==> config.mk <==
export PLATFORM = sky130hd
export DESIGN_NAME = rlpr_ram
export DESIGN_NICKNAME = d
export VERILOG_FILES = /design/src/design/rlpr_ram.sv
export SDC_FILE = /design/constraint.sdc
export NUM_CORES = 2
export LEC_CHECK = 0
export ABC_CLOCK_PERIOD_IN_PS = 4800
export BUFFER_PORTS_ARGS = -buffer_cell sky130_fd_sc_hd__buf_2
export CORE_MARGIN = 4
export CORE_UTILIZATION = 42
export CTS_CLUSTER_DIAMETER = 120
export DETAILED_ROUTE_END_ITERATION = 16
export PLACE_DENSITY = 0.58
export SLEW_MARGIN = 20
export SYNTH_ARGS = -nofsm -noshare
export SYNTH_HDL_FRONTEND = slang
export SYNTH_SLANG_ARGS = --single-unit
==> constraint.sdc <==
create_clock -name clk_i -period 4.8 [get_ports clk_i]
set_clock_uncertainty 0.05 [all_clocks]
set_input_delay 0.96 -clock clk_i [delete_from_list [all_inputs] [get_ports clk_i]]
set_output_delay 0.96 -clock clk_i [all_outputs]
set_load 0.005 [all_outputs]
==> src/design/rlpr_ram.sv <==
// ----------------------------------------------------------------------------
// rlpr_ram
// generic simple dual-port ram, one write and one registered read port
// ----------------------------------------------------------------------------
module rlpr_ram #(
  parameter int Width = 8,
  parameter int Depth = 256
) (
  input  logic                     clk_i,
  input  logic                     we_i,
  input  logic [$clog2(Depth)-1:0] waddr_i,
  input  logic [Width-1:0]         wdata_i,
  input  logic                     re_i,
  input  logic [$clog2(Depth)-1:0] raddr_i,
  output logic [Width-1:0]         rdata_o
);

  logic [Width-1:0] mem_q [Depth];

  always_ff @(posedge clk_i) begin
    if (we_i) begin
      mem_q[waddr_i] <= wdata_i;
    end
    if (re_i) begin
      rdata_o <= mem_q[raddr_i];
    end
  end

endmodule

; ---- Yosys cells after proc, flatten, opt, wreduce, memory -nomap -nowiden
; Memories as Yosys holds them, arrays and structs flattened. A register that Yosys moved wholly into a read port is not among the register bits.
; Cells that the tools add are included.
[totals]
reg_bits = 0
latch_bits = 0
ramBits = 2048
romBits = 0
input_bits = 27
out_inout_bits = 8
word_cells = 3
n_memories = 1
[memory_table]
columns = memory, depth, width, rd, rd_ports_with_merged_regs, write_ports, line
row1 = mem_q, 256, 8, 1, 1, 1, 18  ; logic [Width-1:0] mem_q [Depth];
[op_classes]
n_addsub = 0
n_mul = 0
n_div = 0
magnitude_cmp = 0
eq_ne = 0
n_shift = 0
mux = 2
n_bitwise = 0
reduce_logical = 0
[op_table]
columns = cell, n
row1 = $mux 1, 2

; ---- Depth between registers and ports, before layout
[logic_depth]
ltp_word = 2
ltp_mapped = 11
mapped_depth_nobuf = 6

; ---- Least setup slack after synthesis
; No wires, ideal clock.
[synth_timing]
kind = input-to-reg
startpoint = in raddr_i[0]
endpoint = reg rdata_o[2] (read register of mem_q) (data pin)
setup_time_ns = 0.269
t_arrival_ns = 2.767
t_required_ns = 4.481
path_slack_ns = 1.714
path_stages = 9
n_path_buf = 4
path_cell_list = buf_6 > buf_12 > buf_8 > buf_2 > mux4_2 > a22oi_1 > a21oi_1 > nor4_1 > nor4_2
[synth_rtl]
columns = element, line
row1 = start: declaration, 14  ; input logic [$clog2(Depth)-1:0] raddr_i,
row2 = end: declaration, 15  ; output logic [Width-1:0] rdata_o

==> impl_metrics.ini <==
[status]
outcome = complete, no violations

[worst_setup_path]
crit_required_ps = 5280
critPathCapture = rdata_o[7]$_DFFE_PP_
reg2reg_slack_ps = 1770
arrival_ps = 4160
path_max_fanout = 20
worstReg2RegStart = mem_q[71][0]$_DFFE_PP_
crit_start = raddr_i[4]
startpoint_type = input port
crit_type = input port to flop
r2r_cells = 6
reg2reg_to = rdata_o[0]$_DFFE_PP_
cp-end-kind = flop

[logic_synthesis]
syn_nets = 3760
yosysMostFrequentCell = edfxtp_1
synthArstFlopShare = 0
synthCells = 3733
synth_top_area_frac = 0.775
synth_area_leaders = edfxtp_1, mux4_2, mux2i_1, nor2_1, a22oi_1
synth_edf_count = 2056
yosysSeqAreaShare = 0.775
synth_warnings = 0
synthMuxAreaShare = 0.146
synth-xor-area-share = 0
synth_seq_cells = 2056
synth_top_family_by_area = multiplexers
syn_avg_cell_area_um2 = 21.3
synth-simple-area-share = 0.0263
yosys.area.top_type = edfxtp_1
yosysUniqueCellTypes = 54
synth_compound_area_frac = 0.0342
ys.flop_type = edfxtp_1
netlist_area_um2 = 79600
synth_common_cells = edfxtp_1, mux4_2, nor2_1
synth-adder-area-share = 0

[placed_design]
dp.cells = 6256
numPortBuffers = 34
place_congestion = 0.842
dp.final_hpwl_um = 126000

[clocking]
h-tree-depth = 4
hold_buffers = 0
post_cts_buffers = 0
cts_sinks = 2056
cts-buffers-inserted = 202
tritoncts = yes
cts.repair.resized = 0
path_clk_slew_ps = 70
insertion_delay_ps = 840
clockBufferDepth = 3
root_buffer = clkbuf_16

[die]
die_y_um = 443
start_util = 0.423
fp.dieArea_um2 = 197000
num_rows = 159
coreArea_um2 = 188000
die_w_um = 443
ios = 35

[routing]
drt_first_pass_iters = 6
drc = 0
antenna_left = 0
drt-total-wl_um = 204000
avgRoutedWirePerCell_um = 30.7
drtIter0Drc = 4349
vias = 39000
routed_via_density = 5.88

[sta]
rsz0062_at_grt = no
holdWs_ps = 477
slew_headroom = 0.135
fin_tns_setup_ps = 0
fmax_ghz = 0.272
setup_violations = 0
slew_viol_final = 0
min_period_ps = 3680
finalCritPeriodShare = 0.767
hold_viol = 0
tightest_slew_ps = 1280

[layout]
nets = 3992
area_delta_synth_final_pct = 13.1
fin_cells = 6633
drive_above_1_share = 0.245

[pwr]
clkPwrFrac = 0.411
power_frac_seq = 0.540
p_per_area_nw_per_um2 = 408
vdd_ir_drop_max_mv = 0.332
p_leak_nw = 27.8
intPower_w = 0.0288
p_sw_frac = 0.215
combPwrFrac = 0.050
power.net_switching_w = 0.00791

[grt]
grt_pass1_vias = 39100
gr-usage-all-layers = 0.206
grt_max_degree = 138
grt_antenna_before_repair = 11
grt_pass1_wl_um = 292000
grt_overflow_total = 0

[flow_run]
cap_violations = 0

[min_path]
hp-class = input port to flop
min_from = re_i
-- worst min-delay path by stage --
| stage | end | cells past startpoint |
|---|---|---|
| 3_3_place_gp | rdata_o[3]$_DFFE_PP_ | 7 |
| 6_report | rdata_o[4]$_DFFE_PP_ | 1 |
| 3_5_place_dp | rdata_o[3]$_DFFE_PP_ | 7 |
| 2_1_floorplan | rdata_o[3]$_DFFE_PP_ | 6 |
| 5_1_grt | rdata_o[1]$_DFFE_PP_ | 1 |
| 4_1_cts | rdata_o[6]$_DFFE_PP_ | 1 |
-- sequential cells by signal, indices dropped and copies added (netlist names) --
name     cells
mem_q     2048
rdata_o      8
-- power groups by stage --
stage	clock network [W]	logic (W)	registers [W]
after floorplan	0	0.000962	0.0202
after global placement	0	0.00182	0.0202
after detailed placement	0	0.00183	0.0202
after CTS	0.0153	0.00184	0.0198
after global routing	0.0161	0.00192	0.0198
final	0.0151	0.00182	0.0198
-- area by class of cell --
| class | instances | area, um2 |
|---|---|---|
| clock buffers | 260 | 5340 |
| fillers | 15400 | 98200 |
| flip-flops and latches | 2056 | 61700 |
| clock inverters | 114 | 906 |
| multi-input cells | 1442 | 16500 |
| diodes | 3 | 7.51 |
| repair buffers | 261 | 2380 |
| inverters | 2 | 7.51 |
| well taps | 2495 | 3120 |
-- layer usage --
metal  share of wire  track usage
met1            0.41        0.290
met4           0.025       0.0538
met2            0.49        0.331
met3           0.074       0.0399
met5         0.00011            0
-- worst max-delay path: stages --
cell and delay (ps):
buf_2 450, buf_4 460, and3_1 420, o221ai_1 290, o22ai_1 230, nor3_1 90, nor4_1 1110, nor4_1 100
-- stage by stage --
stage / worst slack [ps] / cell area, um2 / total power, W / util
3_5_place_dp: 292 / 83800 / 0.0220 / 0.445
3_3_place_gp: 385 / 83800 / 0.0220 / 0.445
2_1_floorplan: 1710 / 79600 / 0.0212 / -
5_1_grt: 1120 / 90000 / 0.0379 / 0.478
4_1_cts: 1190 / 90000 / 0.0370 / 0.478
6_report: 1120 / 90000 / 0.0367 / 0.478
-- cells in the final DEF, fill, tap and decap left out, types with 4 or more instances in the layout --
cell type / count
clkbuf_16: 205
a221oi_1: 13
o32ai_1: 4
o21ai_0: 10
clkbuf_1: 55
a22oi_1: 133
nor4_1: 20
nor4_2: 7
nand3_1: 28
nand4_1: 10
nor2b_1: 28
clkinvlp_4: 7
nand2b_1: 8
or2_2: 4
and2_1: 5
a211oi_1: 16
buf_12: 32
buf_8: 10
buf_2: 22
bufinv_16: 10
a21oi_1: 96
mux4_2: 454
nor2_1: 279
buf_4: 197
o22a_1: 5
nor3_1: 22
a22o_1: 8
clkinv_2: 32
inv_6: 6
o22ai_1: 28
mux2i_1: 134
o211ai_1: 10
clkinv_1: 53
nand3_2: 6
o221ai_1: 46
clkinv_8: 4
edfxtp_1: 2056
nand2_1: 32
-- kinds of logic after synthesis --
group	after synthesis
AOI/OAI and AO/OA	385
buffers and inverters	235
and+or+nand+nor	466
DFF	2056
muxes	591
No activity file was read; power rests on OpenSTA's default activity.
