<file path="config.mk">
export PLATFORM = sky130hd
export DESIGN_NAME = rlpr_queue
export DESIGN_NICKNAME = d
export VERILOG_FILES = /design/src/design/rlpr_pkg.sv /design/src/design/rlpr_queue.sv
export SDC_FILE = /design/constraint.sdc
export NUM_CORES = 1
export LEC_CHECK = 0
export BUFFER_PORTS_ARGS = -buffer_cell sky130_fd_sc_hd__buf_2
export CAP_MARGIN = 20
export CORE_ASPECT_RATIO = 1.75
export CORE_UTILIZATION = 50
export CTS_BUF_LIST = sky130_fd_sc_hd__clkbuf_8
export DETAILED_ROUTE_END_ITERATION = 16
export PLACE_DENSITY = 0.76
export SLEW_MARGIN = 20
export SYNTH_ARGS = -nofsm -noshare
export SYNTH_HDL_FRONTEND = slang
export SYNTH_SLANG_ARGS = --single-unit
</file>
<file path="constraint.sdc">
create_clock -name clk_i -period 2 [get_ports clk_i]
set_input_delay 0.2 -clock clk_i [delete_from_list [all_inputs] [get_ports clk_i]]
set_output_delay 0.2 -clock clk_i [all_outputs]
set_load 0.03 [all_outputs]
</file>
<file path="src/design/rlpr_pkg.sv">
// ----------------------------------------------------------------------------
// rlpr_pkg
// shared types and constants of the region lookup-table pixel remap block
// ----------------------------------------------------------------------------
package rlpr_pkg;

  localparam int TABLE_COUNT_DEF = 32;
  localparam int FRAC_BITS_DEF   = 16;
  localparam int TABLE_ENTRIES   = 256;
  localparam int MAX_POINTS      = 256;
  localparam int POINT_W         = 17;
  localparam int COUNT_W         = 9;
  localparam int TBL_FIELD_W     = 5;
  localparam int QUEUE_DEPTH     = 4;

  typedef enum logic {
    KIND_PIXEL,
    KIND_FINISH
  } kind_e;

  typedef enum logic [1:0] {
    STATUS_OK         = 2'd0,
    STATUS_BAD_FILTER = 2'd1,
    STATUS_FEW_POINTS = 2'd2
  } status_e;

  typedef enum logic [3:0] {
    ST_CLEAR,
    ST_RUN,
    ST_RB_A,
    ST_RB_B,
    ST_RB_C,
    ST_RB_S,
    ST_RB_W,
    ST_CK_A,
    ST_CK_B,
    ST_CK_C,
    ST_CK_S,
    ST_STATUS
  } back_state_e;

  typedef struct packed {
    kind_e                  kind;
    logic [7:0]             pix;
    logic [TBL_FIELD_W-1:0] tbl;
    status_e                status;
    logic [7:0]             nm1;
  } cmd_t;

  typedef struct packed {
    logic clearing;
    logic load_done;
  } back_stat_t;

  function automatic int raw_width(int frac_bits);
    return (frac_bits + 1 > POINT_W) ? frac_bits + 1 : POINT_W;
  endfunction

endpackage

</file>
<file path="src/design/rlpr_queue.sv">
// ----------------------------------------------------------------------------
// rlpr_queue
// short command queue between front and back
// ----------------------------------------------------------------------------
module rlpr_queue (
  input  logic          clk_i,
  input  logic          rst_ni,
  input  logic          push_i,
  input  rlpr_pkg::cmd_t data_i,
  input  logic          pop_i,
  output rlpr_pkg::cmd_t data_o,
  output logic          full_o,
  output logic          empty_o
);

  localparam int PtrW = $clog2(rlpr_pkg::QUEUE_DEPTH);

  rlpr_pkg::cmd_t  mem_q [rlpr_pkg::QUEUE_DEPTH];
  logic [PtrW-1:0] wr_q, wr_d, rd_q, rd_d;
  logic [PtrW:0]   cnt_q, cnt_d;

  always_comb begin
    wr_d  = wr_q;
    rd_d  = rd_q;
    cnt_d = cnt_q;
    if (push_i) begin
      wr_d = wr_q + 1'b1;
    end
    if (pop_i) begin
      rd_d = rd_q + 1'b1;
    end
    if (push_i && !pop_i) begin
      cnt_d = cnt_q + 1'b1;
    end else if (pop_i && !push_i) begin
      cnt_d = cnt_q - 1'b1;
    end
  end

  always_ff @(posedge clk_i or negedge rst_ni) begin
    if (!rst_ni) begin
      wr_q  <= '0;
      rd_q  <= '0;
      cnt_q <= '0;
    end else begin
      wr_q  <= wr_d;
      rd_q  <= rd_d;
      cnt_q <= cnt_d;
    end
  end

  always_ff @(posedge clk_i) begin
    if (push_i) begin
      mem_q[wr_q] <= data_i;
    end
  end

  assign data_o  = mem_q[rd_q];
  assign full_o  = (cnt_q == (PtrW+1)'(rlpr_pkg::QUEUE_DEPTH));
  assign empty_o = (cnt_q == '0);

endmodule

</file>
---- After elaboration in Yosys (flattened, before gate mapping) ----
Memory sizes are Yosys's and may differ from the RTL's.
Cells that the tools add are included.
Widths: inputs -> output; s select.
storage, ports and cells
  logic and storage cells ................. 19
  output and inout bits ................... 26
  RAM bits ................................ 96
  register bits after elaboration ......... 7
  memories ................................ 1
cells by class
  eq/ne operators ......................... 1
  multiplexer cells ....................... 4
  add/subtract/negate cells ............... 4
  reduce and logical (&&, ||, !) cells .... 6
memory list
  memory  depth  bits a word  rd ports  clocked after memory_dff  wr ports  line              source
  mem_q   4      24           1         0                         1         rlpr_queue.sv:18  rlpr_pkg::cmd_t mem_q [rlpr_pkg::QUEUE_DEPTH];
operator list
  operator             count
  $mux 3               2
  $add 2x1->2 const B  2
  $add 3x1->3 const B  1
  $eq 3x3->1 const B   1
  $logic_not 3->1      1
  $sub 3x1->3 const B  1
  $logic_and 1x1->1    2
  $logic_not 1->1      2
  $mux 1               2
  $reduce_bool 2->1    1

---- Logic depth before layout (Yosys ltp) ----
  word-level depth ........................ 4
  depth in mapped cells ................... 7

---- Worst setup path after synthesis ----
Ideal clock, no wire load.
  path type ............................... register to register
  from .................................... register wr_q[0]
  to ...................................... memory mem_q[0][0] (netlist name), enable pin
  stages on the path, launching flop included .. 4
  clock period less this slack ............ 1.614 ns
  setup time .............................. 0.383 ns
  slack ................................... 0.386 ns
  arrival time ............................ 1.231 ns
  required time ........................... 1.617 ns
  path through ............................ dfrtp_1 inv_1 ha_1 and2_1
RTL lines
  what                      line              source
  start: declaration        rlpr_queue.sv:19  logic [PtrW-1:0] wr_q, wr_d, rd_q, rd_d;
  start signal: assignment  rlpr_queue.sv:45  wr_q <= wr_d;
  end: declaration          rlpr_queue.sv:18
No word-level cell before the write port.

==> qor.txt <==
status - finished clean
P_leak - 1.63 nW
Reg2Reg Depth - 4
VDD IR max - 0.935 mV
hold depth - 1
Antenna Violating Nets Remaining - 0
core area - 7570 sq um
ranking of synthesized cells by area - edfxtp_1, mux4_2, dfrtp_1
post-placement cell area - 4280 sq um
Warnings, synthesis - 0
clk sinks - 103
Max Cap Viol - 0
Design Area, Final - 4530 sq um
grt met2 use - 29.1%
vias in the first global route - 1,901
max-slew violations - 0
Synth cell types - 19
antenna violations before repair - 0
unrepaired setup endpoints after global routing - true
DRC - 0
area leader, netlist - edfxtp_1
Std-Cell Rows - 42
worst setup margin - 0.0496 ns
Layout area overhead - 16.0%
clk root buf - clkbuf_8
crit share post-route - 97.5%
WL/cell - 19.1 microns
n_diodes - 0
IO Pins - 54
die width - 68.8 microns
Clk pin slew, worst setup/hold paths - 0.09 ns
DR vias - 1,737
Via-to-Cell Ratio - 5.39
Final Util - 59.8%
mapped cell area - 3900 sq um
number of synthesized register bits - 103
reg2reg setup slack - 0.55 ns
pin count of the biggest net entering global routing - 25
nets - 263
First-pass DRT Iterations - 4
GRT overflow - 0
1st-iter DRT viols - 119
DIE AREA - 8180 sq um
Layout Skew - 0.00460 ns
highest clock rate - 513 MHz
critical-path maximum fanout - 5
commonest non-fill, non-tap cell in the layout - edfxtp_1
WS Path Type - flip-flop to output port
final number of hold-violating endpoints - 0
first-pass GRT wire length - 9.74 mm
Final setup viols - 0
Final GP Congestion - 0.682
global-route usage over all layers - 17.7%
Worst Setup End Kind - output port
shortest period the worst path allows - 1.95 ns
pwr dens - 1500 nW/um^2
met1 Resource Use GR - 20.5%
CTS H-tree depth - 3
Net Count, Synth - 194
Reg area - 3060 sq um
most frequent cells in the layout - edfxtp_1, buf_2, mux4_2
CTS tree - built
layout cells sized above 1 - 41.0%
# fillers - 561
startpoint types - flip-flop
hold crit path type - primary input to flip-flop
synthesized area per cell - 24.4 sq um
top-area cell type share of the netlist area - 73.9%
Port Buffers - 53
total power - 6.79 mW
Post-Syn Instances - 160
normalized max-slew margin - 75.3%
Critical Path AT - 1.75 ns
dpl ws - 0.321 ns
Req. time, crit path - 1.80 ns
Inserted Clock Buffers - 9
Initial Utilization - 51.6%
Bufs on Longest Clock Path - 2
worst skew pair latency - 0.36 ns
drt total wl - 6.14 mm
Die H - 119 microns
Seq/Total Area, Yosys - 78.4%
grt met3 use - 5.75%
busiest grt layer - met2
multi-input logic area - 763 sq um
worst slew pin tran - 0.370 ns
[registers in the layout, indices dropped and copies added, names as in the netlist]
register / flops
cnt_q: 3
mem_q: 96
rd_q: 2
wr_q: 2
[routing by layer]
layer	share of wire (%)	up-vias
li1	-	795
met1	37	890
met2	56	42
met3	4.5	10
met4	2.0	0
met5	0	-
[logic make-up after synthesis]
kind of cell	count (synthesis)	share of synthesized area [%]
XOR/XNOR	6	1.35
flip-flops	103	78.4
adder cells (fa/ha/maj)	6	2.12
multiplexers	25	14.7
buffers and inverters	10	2.08
AND/OR/NAND/NOR	9	1.25
AO/OA/AOI/OAI	1	0.128
[per-stage QoR]
step                      setup TNS (ns)  std cells  hold WS, ns
after floorplan                        0        160      -0.0956
after global placement                 0        302       0.0554
after detailed placement               0        302       0.0569
after CTS                              0        322       0.0262
after global routing             -0.0291        322       0.0260
final                                  0        322       0.0463
[layout make-up]
class,count,share of cell area (%)
clock buffers,9,2.74
clock inverters,7,1.94
inverters,4,0.332
multi-input cells,47,16.9
flip-flops and latches,103,67.6
well taps,88,2.43
repair buffers,64,8.10
[final timing paths]
check | from | end
min in group asynchronous | rst_ni | wr_q[1]
max reg2reg | wr_q[0] | mem_q[2][16]
min reg2reg | rd_q[1] | rd_q[1]
max | rd_q[0] | data_o[19]
max in group asynchronous | rst_ni | rd_q[0]
min | data_i[0] | mem_q[3][0]
[report_power, final]
| group | switching [mW] | leakage, nW | internal (mW) |
|---|---|---|---|
| registers | 0.162 | 0.963 | 2.84 |
| clock network | 0.658 | 0.106 | 0.696 |
| logic | 1.47 | 0.559 | 0.967 |
[repair_timing]
item,in CTS,in global routing
setup buffers,3,0
endpoints found under the hold margin,7,0
hold buffers,1,0
pin swaps,0,0
gates resized for setup,0,1
setup endpoints to repair,19,3
[worst max-delay path, stage by stage (launching register included)]
cell,delay [ns]
dfrtp_2,0.46
buf_4,0.15
mux4_1,0.58
buf_2,0.20
[synthesized netlist by cell type]
library cell and number:
nor3b_1 1, ha_1 5, buf_12 2, inv_1 4, fa_1 1, and2_1 4, o21ai_0 1, mux2_2 1
xnor2_1 2, mux4_2 18, buf_2 3, nor3_1 1, edfxtp_1 96, dfrtp_1 7, xor2_1 4, nand2_1 2
mux4_1 6, buf_6 1, nor2_1 1
Power figures use the tool's default switching activity.
