`config.mk`:
```
export PLATFORM = sky130hd
export DESIGN_NAME = rlpr_front
export DESIGN_NICKNAME = d
export VERILOG_FILES = /design/src/design/rlpr_pkg.sv /design/src/design/rlpr_front.sv
export SDC_FILE = /design/constraint.sdc
export NUM_CORES = 1
export LEC_CHECK = 0
export BUFFER_PORTS_ARGS = -buffer_cell sky130_fd_sc_hd__buf_2
export CELL_PAD_IN_SITES_DETAIL_PLACEMENT = 1
export CELL_PAD_IN_SITES_GLOBAL_PLACEMENT = 1
export CORE_MARGIN = 8
export CORE_UTILIZATION = 33
export DETAILED_ROUTE_END_ITERATION = 10
export PLACE_DENSITY = 0.86
export SYNTH_ARGS = -nofsm -noshare
export SYNTH_HDL_FRONTEND = slang
export SYNTH_SLANG_ARGS = --single-unit
```
`constraint.sdc`:
```
create_clock -name clk_i -period 5.1 [get_ports clk_i]
set_input_delay 0.765 -clock clk_i [delete_from_list [all_inputs] [get_ports clk_i]]
set_output_delay 0.765 -clock clk_i [all_outputs]
set_load 0.01 [all_outputs]
```
`src/design/rlpr_pkg.sv`:
```
// ----------------------------------------------------------------------------
// rlpr_pkg
// shared types and constants of the region lookup-table pixel remap block
// ----------------------------------------------------------------------------
package rlpr_pkg;

  localparam int TABLE_COUNT_DEF = 32;
  localparam int FRAC_BITS_DEF   = 16;
  localparam int TABLE_ENTRIES   = 256;
  localparam int MAX_POINTS      = 256;
  localparam int POINT_W         = 17;
  localparam int COUNT_W         = 9;
  localparam int TBL_FIELD_W     = 5;
  localparam int QUEUE_DEPTH     = 4;

  typedef enum logic {
    KIND_PIXEL,
    KIND_FINISH
  } kind_e;

  typedef enum logic [1:0] {
    STATUS_OK         = 2'd0,
    STATUS_BAD_FILTER = 2'd1,
    STATUS_FEW_POINTS = 2'd2
  } status_e;

  typedef enum logic [3:0] {
    ST_CLEAR,
    ST_RUN,
    ST_RB_A,
    ST_RB_B,
    ST_RB_C,
    ST_RB_S,
    ST_RB_W,
    ST_CK_A,
    ST_CK_B,
    ST_CK_C,
    ST_CK_S,
    ST_STATUS
  } back_state_e;

  typedef struct packed {
    kind_e                  kind;
    logic [7:0]             pix;
    logic [TBL_FIELD_W-1:0] tbl;
    status_e                status;
    logic [7:0]             nm1;
  } cmd_t;

  typedef struct packed {
    logic clearing;
    logic load_done;
  } back_stat_t;

  function automatic int raw_width(int frac_bits);
    return (frac_bits + 1 > POINT_W) ? frac_bits + 1 : POINT_W;
  endfunction

endpackage

```
`src/design/rlpr_front.sv`:
```
// ----------------------------------------------------------------------------
// rlpr_front
// accepts items, gathers breakpoints and classifies commands for the back
// ----------------------------------------------------------------------------
module rlpr_front #(
  parameter int TABLE_COUNT = rlpr_pkg::TABLE_COUNT_DEF,
  parameter int FRAC_BITS   = rlpr_pkg::FRAC_BITS_DEF,
  parameter int RawW        = rlpr_pkg::raw_width(FRAC_BITS)
) (
  input  logic                   clk_i,
  input  logic                   rst_ni,
  input  logic                   s_valid_i,
  output logic                   s_ready_o,
  input  logic                   op_i,
  input  logic [7:0]             pixel_i,
  input  logic [7:0]             region_i,
  input  logic [7:0]             filter_i,
  input  logic [16:0]            point_i,
  input  logic                   last_i,
  input  rlpr_pkg::back_stat_t   back_stat_i,
  input  logic                   q_full_i,
  output logic                   q_push_o,
  output rlpr_pkg::cmd_t         q_cmd_o,
  output logic                   pb_we_o,
  output logic [7:0]             pb_waddr_o,
  output logic [RawW-1:0]        pb_wdata_o
);

  localparam logic [RawW-1:0] OneQ = {{(RawW-1){1'b0}}, 1'b1} << FRAC_BITS;
  localparam int CW = rlpr_pkg::COUNT_W;

  logic          pending_q, pending_d;
  logic [CW-1:0] count_q, count_d, count_inc;
  logic [7:0]    filter_q, filter_d, filt_eff;
  logic          accept, load;
  logic [RawW-1:0] pv_ext;

  assign s_ready_o = !back_stat_i.clearing && !q_full_i && !pending_q;
  assign accept    = s_valid_i && s_ready_o;
  assign load      = accept && op_i;

  assign pv_ext    = RawW'(point_i);
  assign filt_eff  = (count_q == '0) ? filter_i : filter_q;
  assign count_inc = (count_q < CW'(rlpr_pkg::MAX_POINTS)) ? count_q + 1'b1 : count_q;

  assign pb_we_o    = load && (count_q < CW'(rlpr_pkg::MAX_POINTS));
  assign pb_waddr_o = count_q[7:0];
  assign pb_wdata_o = (pv_ext > OneQ) ? OneQ : pv_ext;

  assign q_push_o = accept && (!op_i || last_i);

  always_comb begin
    q_cmd_o = '0;
    if (!op_i) begin
      q_cmd_o.kind = rlpr_pkg::KIND_PIXEL;
      q_cmd_o.pix  = pixel_i;
      if ({1'b0, region_i[4:0]} < 6'(TABLE_COUNT)) begin
        q_cmd_o.tbl = region_i[4:0];
      end
    end else begin
      q_cmd_o.kind = rlpr_pkg::KIND_FINISH;
      q_cmd_o.tbl  = filt_eff[4:0];
      q_cmd_o.nm1  = 8'(count_inc - 1'b1);
      if (count_inc < CW'(2)) begin
        q_cmd_o.status = rlpr_pkg::STATUS_FEW_POINTS;
      end else if (filt_eff >= 8'(TABLE_COUNT)) begin
        q_cmd_o.status = rlpr_pkg::STATUS_BAD_FILTER;
      end else begin
        q_cmd_o.status = rlpr_pkg::STATUS_OK;
      end
    end
  end

  always_comb begin
    pending_d = pending_q;
    count_d   = count_q;
    filter_d  = filter_q;
    if (back_stat_i.load_done) begin
      pending_d = 1'b0;
    end
    if (load) begin
      filter_d = filt_eff;
      if (last_i) begin
        count_d   = '0;
        pending_d = 1'b1;
      end else begin
        count_d = count_inc;
      end
    end
  end

  always_ff @(posedge clk_i or negedge rst_ni) begin
    if (!rst_ni) begin
      pending_q <= 1'b0;
      count_q   <= '0;
      filter_q  <= '0;
    end else begin
      pending_q <= pending_d;
      count_q   <= count_d;
      filter_q  <= filter_d;
    end
  end

endmodule

```
# Word-level counts from Yosys, hierarchy flattened
# Cells that the tools add are included.
# word_totals
reg_bits	18
latch_bits	0
ram_bits	0
mem_bits_ro	0
input_bits	49
out_inout_bits	52
memories	0
# classes
add_sub_neg	2
multipliers	0
div	0
magnitude_cmp	4
eq_ne	0
shifts	0
mux	13
n_bitwise	0
reduce_logical	12
# ops
op	n
9-bit 2-to-1 mux	2
17-bit > comparator (second input constant)	1
17-bit 2-to-1 mux	1
8-bit 2-to-1 mux	2
10-bit 2-to-1 mux	1
9-bit by 1-bit adder with 9-bit output (second input constant)	1
9-bit zero test	1
9-bit by 2-bit less-than comparator with 1-bit output (second input constant)	1
9-bit less-than comparator (second input constant)	1
8-bit by 6-bit greater-or-equal comparator with 1-bit output (second input constant)	1
8-bit by 1-bit subtractor with 8-bit output (second input constant)	1
1-bit logical AND	6
1-bit 2-to-1 mux	5
5-bit 2-to-1 mux	1
1-bit zero test	4
2-bit 2-to-1 mux	1
1-bit logical OR	1

# Depth between registers and ports, before layout
# Gate-level depths: netlist (run 1).
# depth
word_depth	6
mapped_depth	8
depth_no_buf	7

# Least setup slack after synthesis (run 1)
# OpenSTA, ideal clock, no wires.
# synth_path
path_type	reg-to-output
start	reg count_q[0]
end	out q_cmd_o[7] (netlist bit)
arrival_time_ns	1.975
slack_ns	2.360
stages_incl_launch_ff	9
path_buffers	1
cell_sequence	dfrtp_1 > buf_4 > inv_1 > ha_1 > or3b_1 > o31ai_2 > o211ai_2 > a2111o_1 > o21ai_2
# synth_lines
element	line_no	text
from (decl)	rlpr_front.sv:33	logic [CW-1:0] count_q, count_d, count_inc;
from (signal assigned)	rlpr_front.sv:99	count_q <= count_d;
to (decl)	rlpr_front.sv:23	output rlpr_pkg::cmd_t q_cmd_o,

==> impl_metrics.tcl, run 1 <==
set metrics [dict create \
    synthDistinctLibCells 47 \
    gr-total-overflow 0 \
    post_cts_resized 0 \
    grt_pass1_vias 1969 \
    cts_setup_buffers 0 \
    netlist_instances 205 \
    cts_tree "yes" \
    finalPower_mw 0.612 \
    final-hold-violation-count 0 \
    initial_utilization 0.341 \
    design_area_mm2 0.00222 \
    hold_class "primary input to asynchronous set/reset pin" \
    syn_area_mm2 0.00174 \
    yosys_warnings 0 \
    place_congestion 0.772 \
    regArea_um2 450 \
    layout_setup_ws_ns 1.70 \
    place_ws_ns 1.96 \
    fin_tns_setup_ns 0 \
    grt_antenna_before_repair 0 \
    status "finished clean" \
    fin_cells 353 \
    drive_gt1_frac 0.431 \
    routed_wl_um 5660 \
    endpoint_kind "output pin" \
    ys_seq_area_frac 0.259 \
    port_buffers 97 \
    start_kind "register" \
    numCtsBuffers 3 \
    synth_fp_nets 258 \
    firstDrtPassIters 4 \
    fmax_mhz 294 \
    clockBufferDepth 2 \
    syn_to_final_growth_pct 27.3 \
    max_stage_delay_ns 0.64 \
    hold_ws_ns 0.441 \
    setup_violations 0 \
    io_pins 101 \
    antenna_cells 0 \
    busiest_layer "met2" \
    die_area_mm2 0.00785 \
    placed_area_mm2 0.00216 \
    r2r_start "count_q[0]$_DFFE_PN0P_" \
    grt_max_degree 27 \
    cts-root-buf "clkbuf_8" \
    wire_per_inst_um 16.0 \
    cts_sinks 18 \
    cp_max_fo 13 \
    fin_crit_sh 0.667 \
    antenna_left 0 \
    grt_usage 0.145 \
    final_common_cell "buf_2" \
    crit_start "count_q[0]$_DFFE_PN0P_" \
    dpl.cell_count 349 \
    grt_use_met1 0.168 \
    drv_cap 0 \
    yosys_register_bits 18 \
    final.min_clock_period_ns 3.40 \
    coreArea_mm2 0.00511 \
    final.setup_skew_ns 0.00209 \
    multi_input_area_mm2 0.00111 \
    clk_pin_slew_ns 0.07 \
    slowest_stage "dfrtp_1" \
    ctsHoldBuffers 0 \
    power_density_mw_per_mm2 276 \
    drtIter0Drc 99 \
    ir_worst_vdd_mv 0.152 \
    cp.required_ns 4.34 \
    synthArstFlopShare 1.00 \
    final_cell_mix "buf_2 (97), nor2b_1 (25), dfrtp_1 (18)" \
    worst_slew_margin_rel 0.480 \
    fin_util 0.434 \
    grt_pass1_wl_um 9020 \
    grt.met2_usage 0.243 \
    tightest_slew_ns 0.770 \
    grtUsageMet3 0.0548 \
    syn_area_per_cell_um2 8.49 \
    fin_nets 337 \
    chipHeight_um 88.6 \
    path_class "register to output pin" \
    cts_max_level 1 \
    vias 1738 \
    synth_edf_count 0 \
    clk-insertion-delay-late_ns 0.26 \
    final-max-slew-violation-count 0 \
    avgViaCountPerCell 4.92 \
    die_w_um 88.6 \
    fill_cells 654 \
    rows 26 \
    hpwl_um 4800 \
    path_cells "inv_1 > ha_1 > or3b_1 > o31ai_2 > o211ai_2 > a2111o_1 > o21ai_2 > buf_2" \
    rsz0062_at_grt "no" \
    crit_arrival_ns 2.64 \
    synth-main-ff-cell "dfrtp_1" \
    route.detailed.drc 0 \
    leakagePower_nw 1.13 \
]
==> cells by family after synthesis <==
logic type               share of synthesized area
multiplexers                                0.0863
AND/OR/NAND/NOR                              0.320
flip-flops                                   0.259
AO/OA/AOI/OAI                                0.145
buffers and inverters                        0.105
XOR/XNOR                                    0.0561
adder cells (fa/ha/maj)                     0.0288
==> layer usage <==
metal  vias to the layer above  share of wire
li1                        857              -
met1                       821           0.41
met2                        56           0.50
met3                         4          0.084
met4                         0         0.0074
met5                         -              0
==> sequential cells by signal, summed over array words and instances (netlist names) <==
| signal | flops |
|---|---|
| count_q | 9 |
| filter_q | 8 |
| pending_q | 1 |
==> worst paths after layout <==
check,to,slack (ns),cells after the start
worst max-delay path,q_cmd_o[7],1.70,8
worst min-delay path,filter_q[3]$_DFFE_PN0P_,0.44,1
worst max register to register,count_q[6]$_DFFE_PN0P_,3.04,6
worst min register to register,filter_q[3]$_DFFE_PN0P_,0.51,1
max in group asynchronous,count_q[2]$_DFFE_PN0P_,4.36,1
min in group clk_i,filter_q[3]$_DFFE_PN0P_,0.51,1
==> where the power goes <==
part           switching, mW  internal (mW)
Sequential            0.0380          0.178
Clock                 0.0506         0.0687
Combinational          0.144          0.133
==> cell type report <==
cell class                      count  share of cell area
Timing Repair Buffer               97               0.219
Clock buffer                        4              0.0248
Inverter                            8              0.0136
Multi-Input combinational cell    156               0.500
Tap cell                           70              0.0395
Sequential cell                    18               0.203
==> cell usage after synthesis (2+ instances only) <==
cell      count  area (µm²)
or3_1         3        18.8
buf_6         3        33.8
and2_1        2        12.5
buf_4        11        82.6
xnor2_1       4        35.0
xor2_1        4        35.0
a21oi_1      10        50.1
nor3_1        4        20.0
mux2i_1       6        60.1
nor4_1        5        31.3
nor2b_1      25         156
buf_2         2        10.0
nor2_1       13        48.8
and3_1        2        12.5
nand3_1       6        30.0
mux2_2        8        90.1
nand2b_1      2        12.5
o31ai_1       3        22.5
dfrtp_1      18         450
o21ai_2       2        17.5
o21ai_0      12        60.1
clkbuf_1      7        26.3
nand2_1      16        60.1
ha_1          4        50.1
and4b_1       3        30.0
inv_1         8        30.0
nor4_2        2        25.0
==> worst max-delay path, delay by kind of cell (launching register included) <==
kind,cells,cell delay [ns]
adder cells (fa/ha/maj),1,0.33
AO/OA/AOI/OAI,4,0.80
flip-flops,1,0.64
buffers and inverters,2,0.24
AND/OR/NAND/NOR,1,0.37
Note: power is estimated with default switching activity, not from simulation.
==> inputs of run 2 (changes only) <==
CORE_UTILIZATION = 28   (was 33)
PLACE_DENSITY = 0.78   (was 0.86)
clock period = 2.8 ns   (was 5.1 ns; I/O delays follow)
==> impl_metrics.tcl, run 2 (same netlist as run 1, synthesis figures left out) <==
set metrics [dict create \
    status "finished clean" \
    dpl.cell_count 359 \
    place_ws_ns 0.143 \
    fmax_mhz 370 \
    path_class "register to output pin" \
    placed_area_mm2 0.00220 \
    worst_slew_margin_rel 0.441 \
    final_cell_mix "buf_2 (96), nor2b_1 (25), nand2_1 (16), dfrtp_1 (16), nor2_1 (13)" \
    reg2reg_depth 4 \
    finalPower_mw 1.22 \
    design_area_mm2 0.00238 \
    clk-insertion-delay-late_ns 0.25 \
    clockBufferDepth 2 \
    wl_met3_um 316 \
    final_common_cell "buf_2" \
    hold_class "primary input to asynchronous set/reset pin" \
    fill_cells 762 \
    antenna_cells 0 \
    avgViaCountPerCell 4.84 \
    power_density_mw_per_mm2 514 \
    grt_antenna_before_repair 0 \
    grt_pass1_wl_um 9620 \
    cts_sinks 18 \
    largest_reg_flops 9 \
    cp_max_fo 7 \
    final-max-slew-violation-count 0 \
    fin_crit_sh 0.964 \
    grt_pass1_vias 1941 \
    coreArea_mm2 0.00596 \
    m1WireLength_um 2590 \
    cp.required_ns 2.38 \
    ctsHoldBuffers 0 \
    final.setup_skew_ns 0.00210 \
    grt_usage 0.132 \
    regMostFlops "count_q" \
    die_area_mm2 0.00899 \
    rows 28 \
    vias 1782 \
    grt_max_degree 27 \
    drv_cap 0 \
    met2_length_um 3020 \
    drive_gt1_frac 0.488 \
    place_congestion 0.816 \
    routed_wl_um 5970 \
    initial_utilization 0.292 \
    syn_to_final_growth_pct 36.7 \
    port_buffers 97 \
    fin_cells 368 \
    r2r_start "pending_q$_DFF_PN0_" \
    die_w_um 94.8 \
    leakagePower_nw 1.19 \
    wire_per_inst_um 16.2 \
    firstDrtPassIters 4 \
    hpwl_um 4750 \
    cts_tree "yes" \
    drtIter0Drc 70 \
    io_pins 101 \
    cts-root-buf "clkbuf_8" \
    rrSetupSlack_ns 0.97 \
    gr-total-overflow 0 \
    crit_arrival_ns 2.28 \
    tightest_slew_ns 0.827 \
    chipHeight_um 94.8 \
    route.detailed.drc 0 \
    final.min_clock_period_ns 2.70 \
    endpoint_kind "output pin" \
    reg2reg_to "filter_q[1]$_DFFE_PN0P_" \
    fin_nets 347 \
    antenna_left 0 \
    ir_worst_vdd_mv 0.289 \
    numCtsBuffers 3 \
    start_kind "register" \
    final-hold-violation-count 0 \
    fin_util 0.399 \
    cts_max_level 1 \
    layout_setup_ws_ns 0.0999 \
    reg_top3 "count_q (9), filter_q (8), pending_q (1)" \
    setup_violations 0 \
    routed.top_layer "met4" \
    rsz0062_at_grt "yes" \
    clk_pin_slew_ns 0.08 \
]
[run 2: repair_timing]
| item | in CTS | in global routing |
|---|---|---|
| hold endpoints to repair | 0 | 0 |
| setup buffers | 4 | 1 |
| endpoints found under the setup margin | 3 | 5 |
| pin swaps | 1 | 3 |
| gates resized for setup | 1 | 16 |
[run 2: worst max path at each step]
| stage | slack, ns | start | to |
|---|---|---|---|
| 2_1_floorplan | 0.41 | count_q[0]$_DFFE_PN0P_ | q_cmd_o[7] |
| 3_3_place_gp | 0.23 | count_q[0]$_DFFE_PN0P_ | q_cmd_o[7] |
| 3_5_place_dp | 0.14 | count_q[0]$_DFFE_PN0P_ | q_cmd_o[7] |
| 4_1_cts | 0.02 | count_q[1]$_DFFE_PN0P_ | q_cmd_o[7] |
| 5_1_grt | -0.004 | count_q[1]$_DFFE_PN0P_ | q_cmd_o[6] |
| 6_report | 0.1 | count_q[1]$_DFFE_PN0P_ | q_cmd_o[6] |
[run 2: routing by layer]
metal  vias to the layer above  global-route usage
met5                         -                   0
met4                         0              0.0273
met3                         2              0.0294
met2                        50               0.228
met1                       845               0.164
li1                        885                   -
[run 2: power by group]
part	switching [mW]	internal (mW)	total, mW
combinational	0.326	0.309	0.635
sequential	0.0413	0.326	0.367
clock	0.0956	0.125	0.221
total	0.463	0.760	1.22
[run 2: through the flow]
step	hold WS, ns	setup TNS (ns)
2_1_floorplan	0.124	0
3_3_place_gp	0.388	0
3_5_place_dp	0.402	0
4_1_cts	0.123	0
5_1_grt	0.127	-0.00397
6_report	0.101	0
[run 2: final cells by class]
cell class / instances / area [µm²] / area share
clock buffers: 4 / 55.1 / 0.0231
flip-flops and latches: 18 / 453 / 0.190
inverters: 8 / 30.0 / 0.0126
multi-input cells: 156 / 1180 / 0.494
well taps: 75 / 93.8 / 0.0395
repair buffers: 107 / 571 / 0.240
[run 2: critical path: stages, from the launching register on]
cell and delay [ns]:
dfrtp_1 0.41, buf_4 0.18, ha_1 0.18, and2b_2 0.23, nor3_4 0.24, o21ai_4 0.11
or3_1 0.37, a21oi_1 0.14, buf_2 0.15
